===== src/hdl/ubxfp_pkg.sv =====
// Package: constants and result type of the frame parser
`default_nettype none

package ubxfp_pkg;

    localparam logic [7:0]  SYNC_FIRST       = 8'hB5;
    localparam logic [7:0]  SYNC_SECOND      = 8'h62;
    localparam logic [15:0] MAX_PAYLOAD_INIT = 16'hFFFF;

    typedef struct packed {
        logic        payload_valid;
        logic [15:0] payload_index;
        logic [7:0]  payload_byte;
        logic        frame_done;
        logic        checksum_ok;
        logic        truncated;
        logic [7:0]  msg_class;
        logic [7:0]  msg_id;
        logic [15:0] msg_length;
    } result_t;

endpackage

`default_nettype wire


===== src/hdl/ubxfp_core.sv =====
// Frame parser state machine and running Fletcher checksum
`default_nettype none

module ubxfp_core (
    input  logic               clk,
    input  logic               rst_n,
    input  logic               cfg_wr_en,
    input  logic [15:0]        cfg_wr_data,
    input  logic               in_fire,
    input  logic [7:0]         rx_byte,
    output ubxfp_pkg::result_t result
);
    import ubxfp_pkg::*;

    typedef enum logic [2:0] {
        ST_HUNT,
        ST_SYNC2,
        ST_CLASS,
        ST_ID,
        ST_LEN0,
        ST_LEN1,
        ST_BODY,
        ST_CHKB
    } state_t;

    state_t      state_reg, state_next;
    logic [7:0]  class_reg, class_next;
    logic [7:0]  id_reg, id_next;
    logic [15:0] length_reg, length_next;
    logic [15:0] count_reg, count_next;
    logic [7:0]  sum_a_reg, sum_a_next;
    logic [7:0]  sum_b_reg, sum_b_next;
    logic [7:0]  recv_a_reg, recv_a_next;
    logic        cut_reg, cut_next;
    logic [15:0] max_payload_reg;
    logic [7:0]  add_a;
    logic [7:0]  add_b;

    assign add_a = sum_a_reg + rx_byte;
    assign add_b = sum_b_reg + add_a;

    always_comb
    begin
        state_next  = state_reg;
        class_next  = class_reg;
        id_next     = id_reg;
        length_next = length_reg;
        count_next  = count_reg;
        sum_a_next  = sum_a_reg;
        sum_b_next  = sum_b_reg;
        recv_a_next = recv_a_reg;
        cut_next    = cut_reg;
        result      = '0;

        unique case (state_reg)
            ST_HUNT:
            begin
                if (rx_byte == SYNC_FIRST)
                begin
                    state_next = ST_SYNC2;
                end
            end
            ST_SYNC2:
            begin
                state_next = (rx_byte == SYNC_SECOND) ? ST_CLASS : ST_HUNT;
            end
            ST_CLASS:
            begin
                class_next = rx_byte;
                sum_a_next = rx_byte;
                sum_b_next = rx_byte;
                state_next = ST_ID;
            end
            ST_ID:
            begin
                id_next    = rx_byte;
                sum_a_next = add_a;
                sum_b_next = add_b;
                state_next = ST_LEN0;
            end
            ST_LEN0:
            begin
                length_next = {8'h00, rx_byte};
                sum_a_next  = add_a;
                sum_b_next  = add_b;
                state_next  = ST_LEN1;
            end
            ST_LEN1:
            begin
                length_next = {rx_byte, length_reg[7:0]};
                sum_a_next  = add_a;
                sum_b_next  = add_b;
                count_next  = '0;
                cut_next    = 1'b0;
                state_next  = ST_BODY;
            end
            ST_BODY:
            begin
                if ((count_reg < length_reg) && (count_reg < max_payload_reg))
                begin
                    result.payload_valid = 1'b1;
                    result.payload_index = count_reg;
                    result.payload_byte  = rx_byte;
                    sum_a_next           = add_a;
                    sum_b_next           = add_b;
                    count_next           = count_reg + 16'd1;
                end
                else
                begin
                    cut_next    = (count_reg < length_reg);
                    recv_a_next = rx_byte;
                    state_next  = ST_CHKB;
                end
            end
            ST_CHKB:
            begin
                result.frame_done  = 1'b1;
                result.checksum_ok = (recv_a_reg == sum_a_reg) && (rx_byte == sum_b_reg);
                result.truncated   = cut_reg;
                state_next         = ST_HUNT;
            end
        endcase

        result.msg_class  = class_next;
        result.msg_id     = id_next;
        result.msg_length = length_next;
    end

    always_ff @(posedge clk or negedge rst_n)
    begin
        if (!rst_n)
        begin
            state_reg       <= ST_HUNT;
            class_reg       <= '0;
            id_reg          <= '0;
            length_reg      <= '0;
            count_reg       <= '0;
            sum_a_reg       <= '0;
            sum_b_reg       <= '0;
            recv_a_reg      <= '0;
            cut_reg         <= 1'b0;
            max_payload_reg <= MAX_PAYLOAD_INIT;
        end
        else
        begin
            if (cfg_wr_en)
            begin
                max_payload_reg <= cfg_wr_data;
            end
            if (in_fire)
            begin
                state_reg  <= state_next;
                class_reg  <= class_next;
                id_reg     <= id_next;
                length_reg <= length_next;
                count_reg  <= count_next;
                sum_a_reg  <= sum_a_next;
                sum_b_reg  <= sum_b_next;
                recv_a_reg <= recv_a_next;
                cut_reg    <= cut_next;
            end
        end
    end

endmodule

`default_nettype wire


===== src/hdl/ubxfp_out_buf.sv =====
// Output register with skid stage for parser results
`default_nettype none

module ubxfp_out_buf (
    input  logic               clk,
    input  logic               rst_n,
    input  logic               in_fire,
    input  ubxfp_pkg::result_t in_data,
    output logic               full,
    output logic               out_valid,
    input  logic               out_stall,
    output ubxfp_pkg::result_t out_data
);
    import ubxfp_pkg::*;

    logic    out_valid_reg, out_valid_next;
    logic    skid_valid_reg, skid_valid_next;
    result_t out_data_reg, out_data_next;
    result_t skid_data_reg, skid_data_next;
    logic    out_take;

    assign out_take  = out_valid_reg && !out_stall;
    assign full      = skid_valid_reg;
    assign out_valid = out_valid_reg;
    assign out_data  = out_data_reg;

    always_comb
    begin
        out_valid_next  = out_valid_reg;
        out_data_next   = out_data_reg;
        skid_valid_next = skid_valid_reg;
        skid_data_next  = skid_data_reg;

        if (out_take || !out_valid_reg)
        begin
            if (skid_valid_reg)
            begin
                out_valid_next  = 1'b1;
                out_data_next   = skid_data_reg;
                skid_valid_next = 1'b0;
            end
            else if (in_fire)
            begin
                out_valid_next = 1'b1;
                out_data_next  = in_data;
            end
            else
            begin
                out_valid_next = 1'b0;
            end
        end
        else if (in_fire)
        begin
            skid_valid_next = 1'b1;
            skid_data_next  = in_data;
        end
    end

    always_ff @(posedge clk or negedge rst_n)
    begin
        if (!rst_n)
        begin
            out_valid_reg  <= 1'b0;
            skid_valid_reg <= 1'b0;
        end
        else
        begin
            out_valid_reg  <= out_valid_next;
            skid_valid_reg <= skid_valid_next;
        end
    end

    always_ff @(posedge clk)
    begin
        out_data_reg  <= out_data_next;
        skid_data_reg <= skid_data_next;
    end

endmodule

`default_nettype wire


===== src/hdl/ubx_frame_parser_unit.sv =====
// Top level of the sync-framed binary frame parser
// Input channel: one received byte per transaction on rx_byte, with in_valid
// and in_stall. Output channel: one result per input byte, with out_valid and
// out_stall; payload_valid marks payload bytes, frame_done marks the second
// checksum byte together with checksum_ok and truncated. msg_class, msg_id
// and msg_length show the header of the current or last frame.
// Configuration: cfg_wr_en writes cfg_wr_data into max_payload; write it only
// while no transaction is in flight.
// Each result is registered in the output or, under a stall, the skid stage.
// Throughput: one byte per cycle while in_stall is low; the parser update and
// both 8-bit checksum adds are combinational ahead of the output register.
// Stall: a result waiting under out_stall holds steady; one more byte is
// taken into the skid stage, then in_stall rises until the output drains.
// Reset: hunts for the first sync byte, max_payload returns to 65535, the
// output and skid stages are emptied.
`default_nettype none

module ubx_frame_parser_unit (
    input  logic        clk,
    input  logic        rst_n,
    input  logic        cfg_wr_en,
    input  logic [15:0] cfg_wr_data,
    input  logic        in_valid,
    output logic        in_stall,
    input  logic [7:0]  rx_byte,
    output logic        out_valid,
    input  logic        out_stall,
    output logic        payload_valid,
    output logic [15:0] payload_index,
    output logic [7:0]  payload_byte,
    output logic        frame_done,
    output logic        checksum_ok,
    output logic        truncated,
    output logic [7:0]  msg_class,
    output logic [7:0]  msg_id,
    output logic [15:0] msg_length
);
    import ubxfp_pkg::*;

    logic    in_fire;
    logic    buf_full;
    result_t core_result;
    result_t out_result;

    assign in_stall = buf_full;
    assign in_fire  = in_valid && !buf_full;

    ubxfp_core u_core (
        .clk         (clk),
        .rst_n       (rst_n),
        .cfg_wr_en   (cfg_wr_en),
        .cfg_wr_data (cfg_wr_data),
        .in_fire     (in_fire),
        .rx_byte     (rx_byte),
        .result      (core_result)
    );

    ubxfp_out_buf u_out_buf (
        .clk       (clk),
        .rst_n     (rst_n),
        .in_fire   (in_fire),
        .in_data   (core_result),
        .full      (buf_full),
        .out_valid (out_valid),
        .out_stall (out_stall),
        .out_data  (out_result)
    );

    assign payload_valid = out_result.payload_valid;
    assign payload_index = out_result.payload_index;
    assign payload_byte  = out_result.payload_byte;
    assign frame_done    = out_result.frame_done;
    assign checksum_ok   = out_result.checksum_ok;
    assign truncated     = out_result.truncated;
    assign msg_class     = out_result.msg_class;
    assign msg_id        = out_result.msg_id;
    assign msg_length    = out_result.msg_length;

endmodule

`default_nettype wire


===== config.mk =====
export PLATFORM = sky130hd
export DESIGN_NAME = ubx_frame_parser_unit
export DESIGN_NICKNAME = d
export VERILOG_FILES = /design/src/hdl/ubxfp_pkg.sv /design/src/hdl/ubxfp_core.sv /design/src/hdl/ubxfp_out_buf.sv /design/src/hdl/ubx_frame_parser_unit.sv
export SDC_FILE = /design/constraint.sdc
export NUM_CORES = 1
export LEC_CHECK = 0
export BUFFER_PORTS_ARGS = -buffer_cell sky130_fd_sc_hd__buf_2
export CAP_MARGIN = 20
export CORE_AREA = 2 2 143 173
export CTS_CLUSTER_DIAMETER = 120
export DETAILED_ROUTE_END_ITERATION = 16
export DIE_AREA = 0 0 145 175
export PLACE_DENSITY_LB_ADDON = 0.08
export SLEW_MARGIN = 20
export SYNTH_ARGS = -nofsm -noshare
export SYNTH_HDL_FRONTEND = slang
export SYNTH_SLANG_ARGS = --single-unit

===== constraint.sdc =====
create_clock -name clk -period 6.4 [get_ports clk]
set_input_delay 1.28 -clock clk [delete_from_list [all_inputs] [get_ports clk]]
set_output_delay 1.28 -clock clk [all_outputs]
set_load 0.005 [all_outputs]

## Word-level counts from Yosys, hierarchy flattened

Index checks and enable logic that the tools add are counted.

- Output and inout port bits: 62
- Word-level logic and storage cells: 96
- Register bits: 214

- Add/subtract/negate cells: 3
- Reduce and logical (&&, ||, !) cells: 21
- Muxes and demuxes: 24
- Equal/unequal tests: 14
- Bitwise logic cells: 2
- Magnitude comparators: 2

Operators with widths:

| operator | number |
|---|---|
| two-way mux 60 bit | 2 |
| case mux 16 bit (2 select lines) | 2 |
| two-way mux 25 bit | 2 |
| case mux 8 bit (3 select lines) | 2 |
| < comparator 16 bit | 2 |
| two-way mux 8 bit | 4 |
| case mux 3 bit (8 select lines) | 1 |
| adder 16 x 1 -> 16 bit (second input constant) | 1 |
| adder 8 bit | 2 |
| equality test 8 bit | 2 |
| two-way mux 16 bit | 1 |
| AND reduction 3 bit | 5 |
| equality test 3 bit (second input constant) | 4 |
| two-way mux 3 bit | 3 |
| equality test 8 x 7 -> 1 bit (second input constant) | 1 |
| equality test 8 bit (second input constant) | 1 |
| equality test 3 x 2 -> 1 bit (second input constant) | 2 |
| nonzero test 2 bit | 3 |
| two-way mux 1 bit | 5 |
| logical AND 1 bit | 4 |
| != test 2 x 1 -> 1 bit (second input constant) | 2 |
| AND reduction 2 bit | 2 |
| equality test 3 x 1 -> 1 bit (second input constant) | 1 |
| logical NOT 1 bit | 3 |
| other kinds (8) | 9 |

## Depth between registers and ports, before layout

Gate-level depths: netlist of the first run.

- Depth after elaboration: 6
- Depth in mapped cells: 14
- Mapped depth without buffers: 14

## By module

From an unflattened synthesis of the first run, not the netlist that was laid out.

- Cell total of the unflattened synthesis: 856
- Area, all modules: 10702.8 um2

By module, submodules not included:

| module | seq. area each (um2) | area an instance (um2) | cells an instance | instances |
|---|---|---|---|---|
| ubxfp_core | 2322.2 | 5985.7 | 662 | 1 |
| ubxfp_out_buf | 3653.5 | 4703.3 | 193 | 1 |
| ubx_frame_parser_unit | 0.0 | 13.8 | 1 | 1 |

## Least setup slack after synthesis of the first run

Ideal clock, no wire load.

- Kind: in2reg
- Start point: input in_valid
- End point: register u_out_buf.out_data_reg, in the netlist u_out_buf.out_data[0], enable pin
- Library setup time: 0.498 ns
- Required time: 5.902 ns
- Arrival: 4.275 ns
- Cell stages on the path: 2
- Slack: 1.627 ns
- Buffers on the path: 0
- Cells stage by stage: nor2_1 > a21oi_1

- Word-level cells in the longest chain between the ends: 3

Ends and longest elaborated chain:

| what | line | RTL |
|---|---|---|
| from (decl) | ubx_frame_parser_unit.sv:23 | `input logic in_valid,` |
| logical AND 1 bit | ubx_frame_parser_unit.sv:46 | `assign in_fire = in_valid && !buf_full;` |
| nonzero test 2 bit (no line) | -- |  |
| AND reduction 2 bit (no line) | -- |  |
| to (signal assigned) | ubxfp_out_buf.sv:75 | `out_data_reg <= out_data_next;` |
| to (decl) | ubxfp_out_buf.sv:18 | `result_t out_data_reg, out_data_next;` |

No other way between the ends.
A chain may end at the register's enable or synchronous reset.

## Final worst setup path of the first run

- Start point: input rx_byte[0]
- End point: register u_core.sum_b_reg[7]

- Word-level cells in the longest chain between the ends: 4

Ends and longest elaborated chain:

| what | line | RTL |
|---|---|---|
| from (decl) | ubx_frame_parser_unit.sv:25 | `input logic [7:0] rx_byte,` |
| adder 8 bit * | ubxfp_core.sv:39 | `assign add_a = sum_a_reg + rx_byte;` |
| adder 8 bit * | ubxfp_core.sv:40 | `assign add_b = sum_b_reg + add_a;` |
| two-way mux 8 bit | ubxfp_core.sv:99 | `if ((count_reg < length_reg) && (count_reg < max_payload_reg))` |
| case mux 8 bit (3 select lines) * | ubxfp_core.sv:55 | `unique case (state_reg)` |
| to (signal assigned) | ubxfp_core.sv:158 | `sum_b_reg <= sum_b_next;` |
| to (decl) | ubxfp_core.sv:32 | `logic [7:0] sum_b_reg, sum_b_next;` |

Every way passes the cells marked *; elsewhere a longest branch is shown, timed or not. The select of a mux whose other input is x is not followed.

==> results.cfg, run 1 <==
[floorplan]
rows = 62
die_area_um2 = 25400
top_level_ports = 91
core-area_um2 = 23700
start_util = 0.444
fp.dieW_um = 145
die_height_um = 175

[timing]
final_max_slew_viol_count = 0
hold_violations = 0
worst_slew_pin_slew_ns = 1.01
rsz0062_at_grt = false
finClkSkew_ns = 0.0104
min_period_over_period = 0.574
max_freq_ghz = 0.272
setup_violations = 0
fin_setup_tns_ns = 0
relSlewSlack = 0.325
period_needed_ns = 3.67

[logic_synthesis]
ys_ff_latch = 214
syn_nets = 970
synth_top_area_share = 0.343
synth_edf_count = 120
synth_top_flop_cell = edfxtp_1
netlist_area_um2 = 10500
synthTopCellsByArea = edfxtp_1, dfrtp_1, mux2_2
syn-instance-count = 893
synth.avg_cell_area_um2 = 11.8
yosys_warnings = 0
ys_async_sr_fraction = 0.439
yosys.cell_types.count = 58
yosysTopAreaCell = edfxtp_1
ys_seq_area_frac = 0.569

[clocking]
post_cts_resized = 0
hold_buffers = 0
cts.clk_slew.worst_paths_ns = 0.06
clock_latency_ns = 0.50
htreeDepth = 1
cts_buffers = 23
cts_tree = built
cts-root-buf = clkbuf_16
cts_max_path_buffers = 3
cts_sinks = 214
cts_setup_buffers = 0

[routing]
maxUsedRoutingLayer = met4
via_count = 6925
routed_wl_um = 23000
drtIter0Drc = 397
wl_per_cell_um = 17.6
vias_per_cell = 5.29
dr_wl_met2_um = 10800
ant_nets = 0
firstDrtPassIters = 4
wl_met1_um = 10800
wl_met3_um = 986
drc = 0

[final_layout]
final_common_cell = nand2_1
drive_gt1_frac = 0.253
n_fill_cell = 2143
antenna_cells = 0
nNetsFinal = 1050
seq_area_um2 = 5980
area_growth_pct = 13.6
mostFrequentLayoutCells = nand2_1, edfxtp_1, mux2_2
final_cell_count_no_fill = 1309
multi_input_area_um2 = 4210

[critical_path]
cp-start-kind = primary input
crit_path_end_kind = flop
worstPathRequired_ns = 6.78
path_max_fanout = 11
max_stage_delay_ns = 0.41
crit_type = primary input to flop
cp_cell_sequence = buf_2 > ha_1 > fa_1 > a21o_1 > a21oi_1 > o21bai_1 > a21oi_1 > xnor2_1 > ha_1 > nor2_1 > nor2_1 > o41ai_1 > xor2_1 > a211oi_1 > o22a_1
cp.arrival_ns = 4.05
slowest_stage = fa_1

[global_routing]
grt_max_degree = 64
grt_pass1_vias = 7053
grt_usage = 0.189
overflow = 0
grt_pass1_wl_um = 38500
antenna_found_initial = 0

[placement]
numPortBuffers = 90
hpwl_um = 15400
place_inst = 1268
routabilityCongestion = 0.847

[job]
cap_violations = 0

[pwr]
p_leak_nw = 5.10
ir_drop_uv = 315
power.density_nw_per_um2 = 441

[hold_path]
hold_class = flop to flop

[outcome]
status = finished, final reports clean
-- metrics by stage --
step                      total power, mW  hold slack [ns]   util  worst slack, ns  instance area (um2)
after global placement               4.07            0.451  0.476             2.26                11300
after global routing                 5.69            0.496  0.504             2.47                11900
after detailed placement             4.10            0.457  0.476             2.23                11300
after CTS                            5.33            0.472  0.504             2.75                11900
final                                5.26            0.467  0.504             2.73                11900
after floorplan                      3.56            0.440      -             1.63                10500
-- report_power, final --
| part | internal [mW] | switching (mW) |
|---|---|---|
| Combinational | 0.853 | 1.04 |
| Sequential | 1.87 | 0.294 |
| Clock | 0.670 | 0.530 |
| Total | 3.39 | 1.87 |
-- cell type report --
type | instances | area share
repair buffers | 99 | 0.0436
clock buffers | 28 | 0.0507
multi-input cells | 594 | 0.353
clock inverters | 13 | 0.00566
inverters | 41 | 0.0129
flip-flops and latches | 214 | 0.501
well taps | 320 | 0.0336
-- worst max-delay path: cells and delay by family --
kind	cells	cell delay (ns)
compound gates	7	1.06
fa+ha+maj	3	0.96
xor+xnor	2	0.38
buf+inv	1	0.19
simple gates	2	0.18
-- synthesized netlist by cell type (2+ instances only) --
master and n:
nor2b_1 2, a211o_1 3, and3_1 7, o22a_1 2, and2_1 27, nor3_1 13
buf_1 2, nor3b_1 2, xor2_1 23, nor4b_1 2, nor4_1 6, mux2_4 6
clkbuf_1 38, ha_1 46, dfstp_2 16, and4_1 5, nand4_1 7, buf_6 2
inv_1 41, nand2b_1 4, or4_1 6, xnor2_1 8, or2_2 2, nand3_1 17
edfxtp_1 120, a21o_1 8, a211oi_1 6, nand2_1 152, nor2_1 20, o211ai_1 8
o21ai_0 69, dfrtp_1 78, a32oi_1 2, nor4bb_1 2, fa_1 2, a21oi_1 23
o21bai_1 2, o31ai_1 2, a21boi_0 2, buf_4 2, mux2_2 91
-- logic make-up (layout without fill, tap and decap cells) --
| group | Yosys count | count (layout) | share of synthesized area |
|---|---|---|---|
| compound gates | 141 | 141 | 0.0832 |
| xor+xnor | 31 | 31 | 0.0259 |
| fa+ha+maj | 48 | 48 | 0.0586 |
| buf+inv | 85 | 181 | 0.0325 |
| flops | 214 | 214 | 0.569 |
| mux | 97 | 97 | 0.106 |
| simple gates | 277 | 277 | 0.124 |
-- metal layers --
layer	vias up	global-route usage
met5	-	0
met4	0	0.0470
met3	29	0.0240
met2	157	0.309
met1	3378	0.269
li1	3361	-
-- path summary, 6_finish.rpt --
path                       slack (ns)                              from                                to  cells past startpoint
hold reg to reg                  0.47      u_core.id_reg[6]$_DFFE_PN0P_      u_core.id_reg[6]$_DFFE_PN0P_                      2
setup reg to reg                 2.84  u_core.count_reg[11]$_DFFE_PN0P_  u_out_buf.out_data[36]$_DFFE_PP_                      8
max in group asynchronous        4.49                             rst_n   u_core.count_reg[7]$_DFFE_PN0P_                      2
min in group asynchronous        0.71                             rst_n   u_core.sum_a_reg[0]$_DFFE_PN0P_                      1
setup / recovery                 2.73                        rx_byte[0]   u_core.sum_b_reg[7]$_DFFE_PN0P_                     15
hold / removal                   0.47      u_core.id_reg[6]$_DFFE_PN0P_      u_core.id_reg[6]$_DFFE_PN0P_                      2
No activity file was read; power rests on OpenSTA's default activity.
==> inputs of run 2 (changes only) <==
ABC_AREA = 1   (was not set)
CORE_AREA = 2 2 144 174   (was 2 2 143 173)
DIE_AREA = 0 0 146 176   (was 0 0 145 175)
clock period = 3.36 ns   (was 6.4 ns; I/O delays follow)
==> results.cfg, run 2 <==
[outcome]
status = finished, final reports clean

[floorplan]
core-area_um2 = 23900
start_util = 0.443
die_height_um = 176
die_area_um2 = 25700
top_level_ports = 91
fp.dieW_um = 146
rows = 62

[routing]
firstDrtPassIters = 5
wl_per_cell_um = 15.9
drc = 0
vias_per_cell = 5.01
ant_nets = 0
routed_wl_um = 25300
drtIter0Drc = 570
via_count = 7949

[critical_path]
cp_cell_sequence = ha_1 > fa_1 > a31o_2 > xor2_1 > inv_1 > ha_1 > nand2_1 > inv_1 > nand4_1 > nand3_1 > or2_2 > nand3_1 > o21ai_0 > nand3_1 > nand2_1
cpMostUsedCell = nand3_1
cp-start-kind = flop
path_max_fanout = 5
crit_type = flop to flop
worstPathRequired_ns = 3.75
crit_path_end_kind = flop
startpoint = u_core.sum_a_reg[0]$_DFFE_PN0P_
slowest_stage = fa_1
max_stage_delay_ns = 0.44
cp.arrival_ns = 3.19
crit_buf_inv = 2
r2r-start = u_core.sum_a_reg[0]$_DFFE_PN0P_
critPathTopFamily = adder cells

[timing]
hold_violations = 0
fin_setup_tns_ns = 0
period_needed_ns = 2.79
setup_violations = 0
rsz0062_at_grt = false
relSlewSlack = 0.509
final_max_slew_viol_count = 0
finClkSkew_ns = 0.00719
setup_ws_ns = 0.565
max_freq_ghz = 0.358
min_period_over_period = 0.832
worst_slew_pin_slew_ns = 0.736

[clocking]
cts_sinks = 214
clock_latency_ns = 0.50
cts_max_path_buffers = 3
htreeDepth = 1
cts_buffers = 23
cts_tree = built
cts_setup_buffers = 0
cts.clk_slew.worst_paths_ns = 0.06
hold_buffers = 0
post_cts_resized = 0
cts-root-buf = clkbuf_16

[final_layout]
mostFrequentLayoutCells = nand2_1, edfxtp_1, inv_1
post-route-util = 0.508
antenna_cells = 0
nNetsFinal = 1329
area_growth_pct = 14.5
final_common_cell = nand2_1
final_area_um2 = 12100
drive_gt1_frac = 0.143

[logic_synthesis]
syn_nets = 1240
yosysTopAreaCell = edfxtp_1
synth_edf_count = 120
yosys.cell_types.count = 42
ys_ff_latch = 214
ys_seq_area_frac = 0.564
netlist_area_um2 = 10600
yosys-top-cells-count = nand2_1, edfxtp_1, inv_1, o21ai_0, dfrtp_1
yosysMostFrequentCell = nand2_1
synth.avg_cell_area_um2 = 9.11
synth-simple-area-share = 0.218
ys_async_sr_fraction = 0.439
muxShareOfSynthArea = 0.00106
synthAdderAreaFrac = 0.0581
synth_compound_area_frac = 0.0826
synth_xor_area_frac = 0.0174
synth_top_area_share = 0.340
synth_top_family_by_area = simple AND/OR/NAND/NOR gates
synth_top_flop_cell = edfxtp_1
synthTopCellsByArea = edfxtp_1, dfrtp_1, nand2_1
yosys_warnings = 0
syn-instance-count = 1163

[placement]
hpwl_um = 17600
post-place-ws_ns = 0.184
placed_area_um2 = 11400
numPortBuffers = 90
routabilityCongestion = 0.861

[global_routing]
use_met3 = 0.0245
antenna_found_initial = 0
grt_pass1_vias = 7584
grt_usage = 0.201
grtUsageMet1 = 0.296
grt-busiest-layer = met2
grt_max_degree = 73
gr-usage-met2 = 0.320
grt_pass1_wl_um = 41500
overflow = 0

[pwr]
power.density_nw_per_um2 = 590
p_leak_nw = 5.64
ir_drop_uv = 305

[hold_path]
hold_class = primary input to asynchronous set/reset pin

[job]
cap_violations = 0
[run 2: cell types whose count changed after synthesis, moves of 10 or more]
| cell | before | now |
|---|---|---|
| nand2_1 | 152 | 406 |
| buf_2 | 0 | 15 |
| nor2_1 | 20 | 47 |
| o22ai_1 | 1 | 11 |
| nand3_1 | 17 | 50 |
| clkbuf_1 | 38 | 26 |
| o21ai_0 | 69 | 106 |
| inv_1 | 41 | 107 |
| and2_1 | 27 | 0 |
| mux2_2 | 91 | 1 |
| a21oi_1 | 23 | 33 |
[run 2: logic make-up after synthesis]
logic type / after synthesis
xor+xnor: 21
fa+ha+maj: 48
compound gates: 163
mux: 1
flops: 214
buf+inv: 157
simple gates: 559
[run 2: layer usage]
| metal | part of all wire | vias to the layer above | wire (um) |
|---|---|---|---|
| met1 | 0.48 | 3701 | 12100 |
| met3 | 0.046 | 38 | 1170 |
| met5 | 0 | - | 0 |
| li1 | - | 4028 | - |
| met2 | 0.46 | 182 | 11600 |
| met4 | 0.017 | 0 | 428 |
[run 2: report_power, final]
part | leakage [nW] | switching, mW | internal (mW)
Clock | 0.342 | 0.987 | 1.44
Combinational | 2.92 | 0.910 | 0.517
Sequential | 2.38 | 0.154 | 3.15
[run 2: layout make-up]
cell class / instances / area, um2
fillers: 2339 / 11800
flip-flops and latches: 214 / 5980
multi-input cells: 792 / 4010
clock buffers: 34 / 627
repair buffers: 107 / 606
inverters: 114 / 428
well taps: 320 / 400
clock inverters: 6 / 77.6
[run 2: path summary, 6_finish.rpt]
kind / end / cells past startpoint / slack, ns
setup / recovery: u_core.sum_b_reg[6]$_DFFE_PN0P_ / 15 / 0.57
setup reg to reg: u_core.sum_b_reg[6]$_DFFE_PN0P_ / 15 / 0.57
hold / removal: u_core.sum_b_reg[0]$_DFFE_PN0P_ / 1 / 0.21
min in group clk: u_core.max_payload_reg[14]$_DFFE_PN1P_ / 3 / 0.38
max in group asynchronous: u_out_buf.full$_DFFE_PN0P_ / 2 / 2.42
hold reg to reg: u_core.cut_reg$_DFFE_PN0P_ / 2 / 0.48
[run 2: metrics by stage]
| stage | power (mW) | hold slack, ns | cells |
|---|---|---|---|
| floorplan | 4.33 | 0.376 | 1163 |
| finish | 7.15 | 0.212 | 1587 |
| global placement | 4.77 | 0.459 | 1547 |
| CTS | 7.24 | 0.223 | 1587 |
| global route | 7.60 | 0.248 | 1587 |
| detailed placement | 4.79 | 0.465 | 1547 |
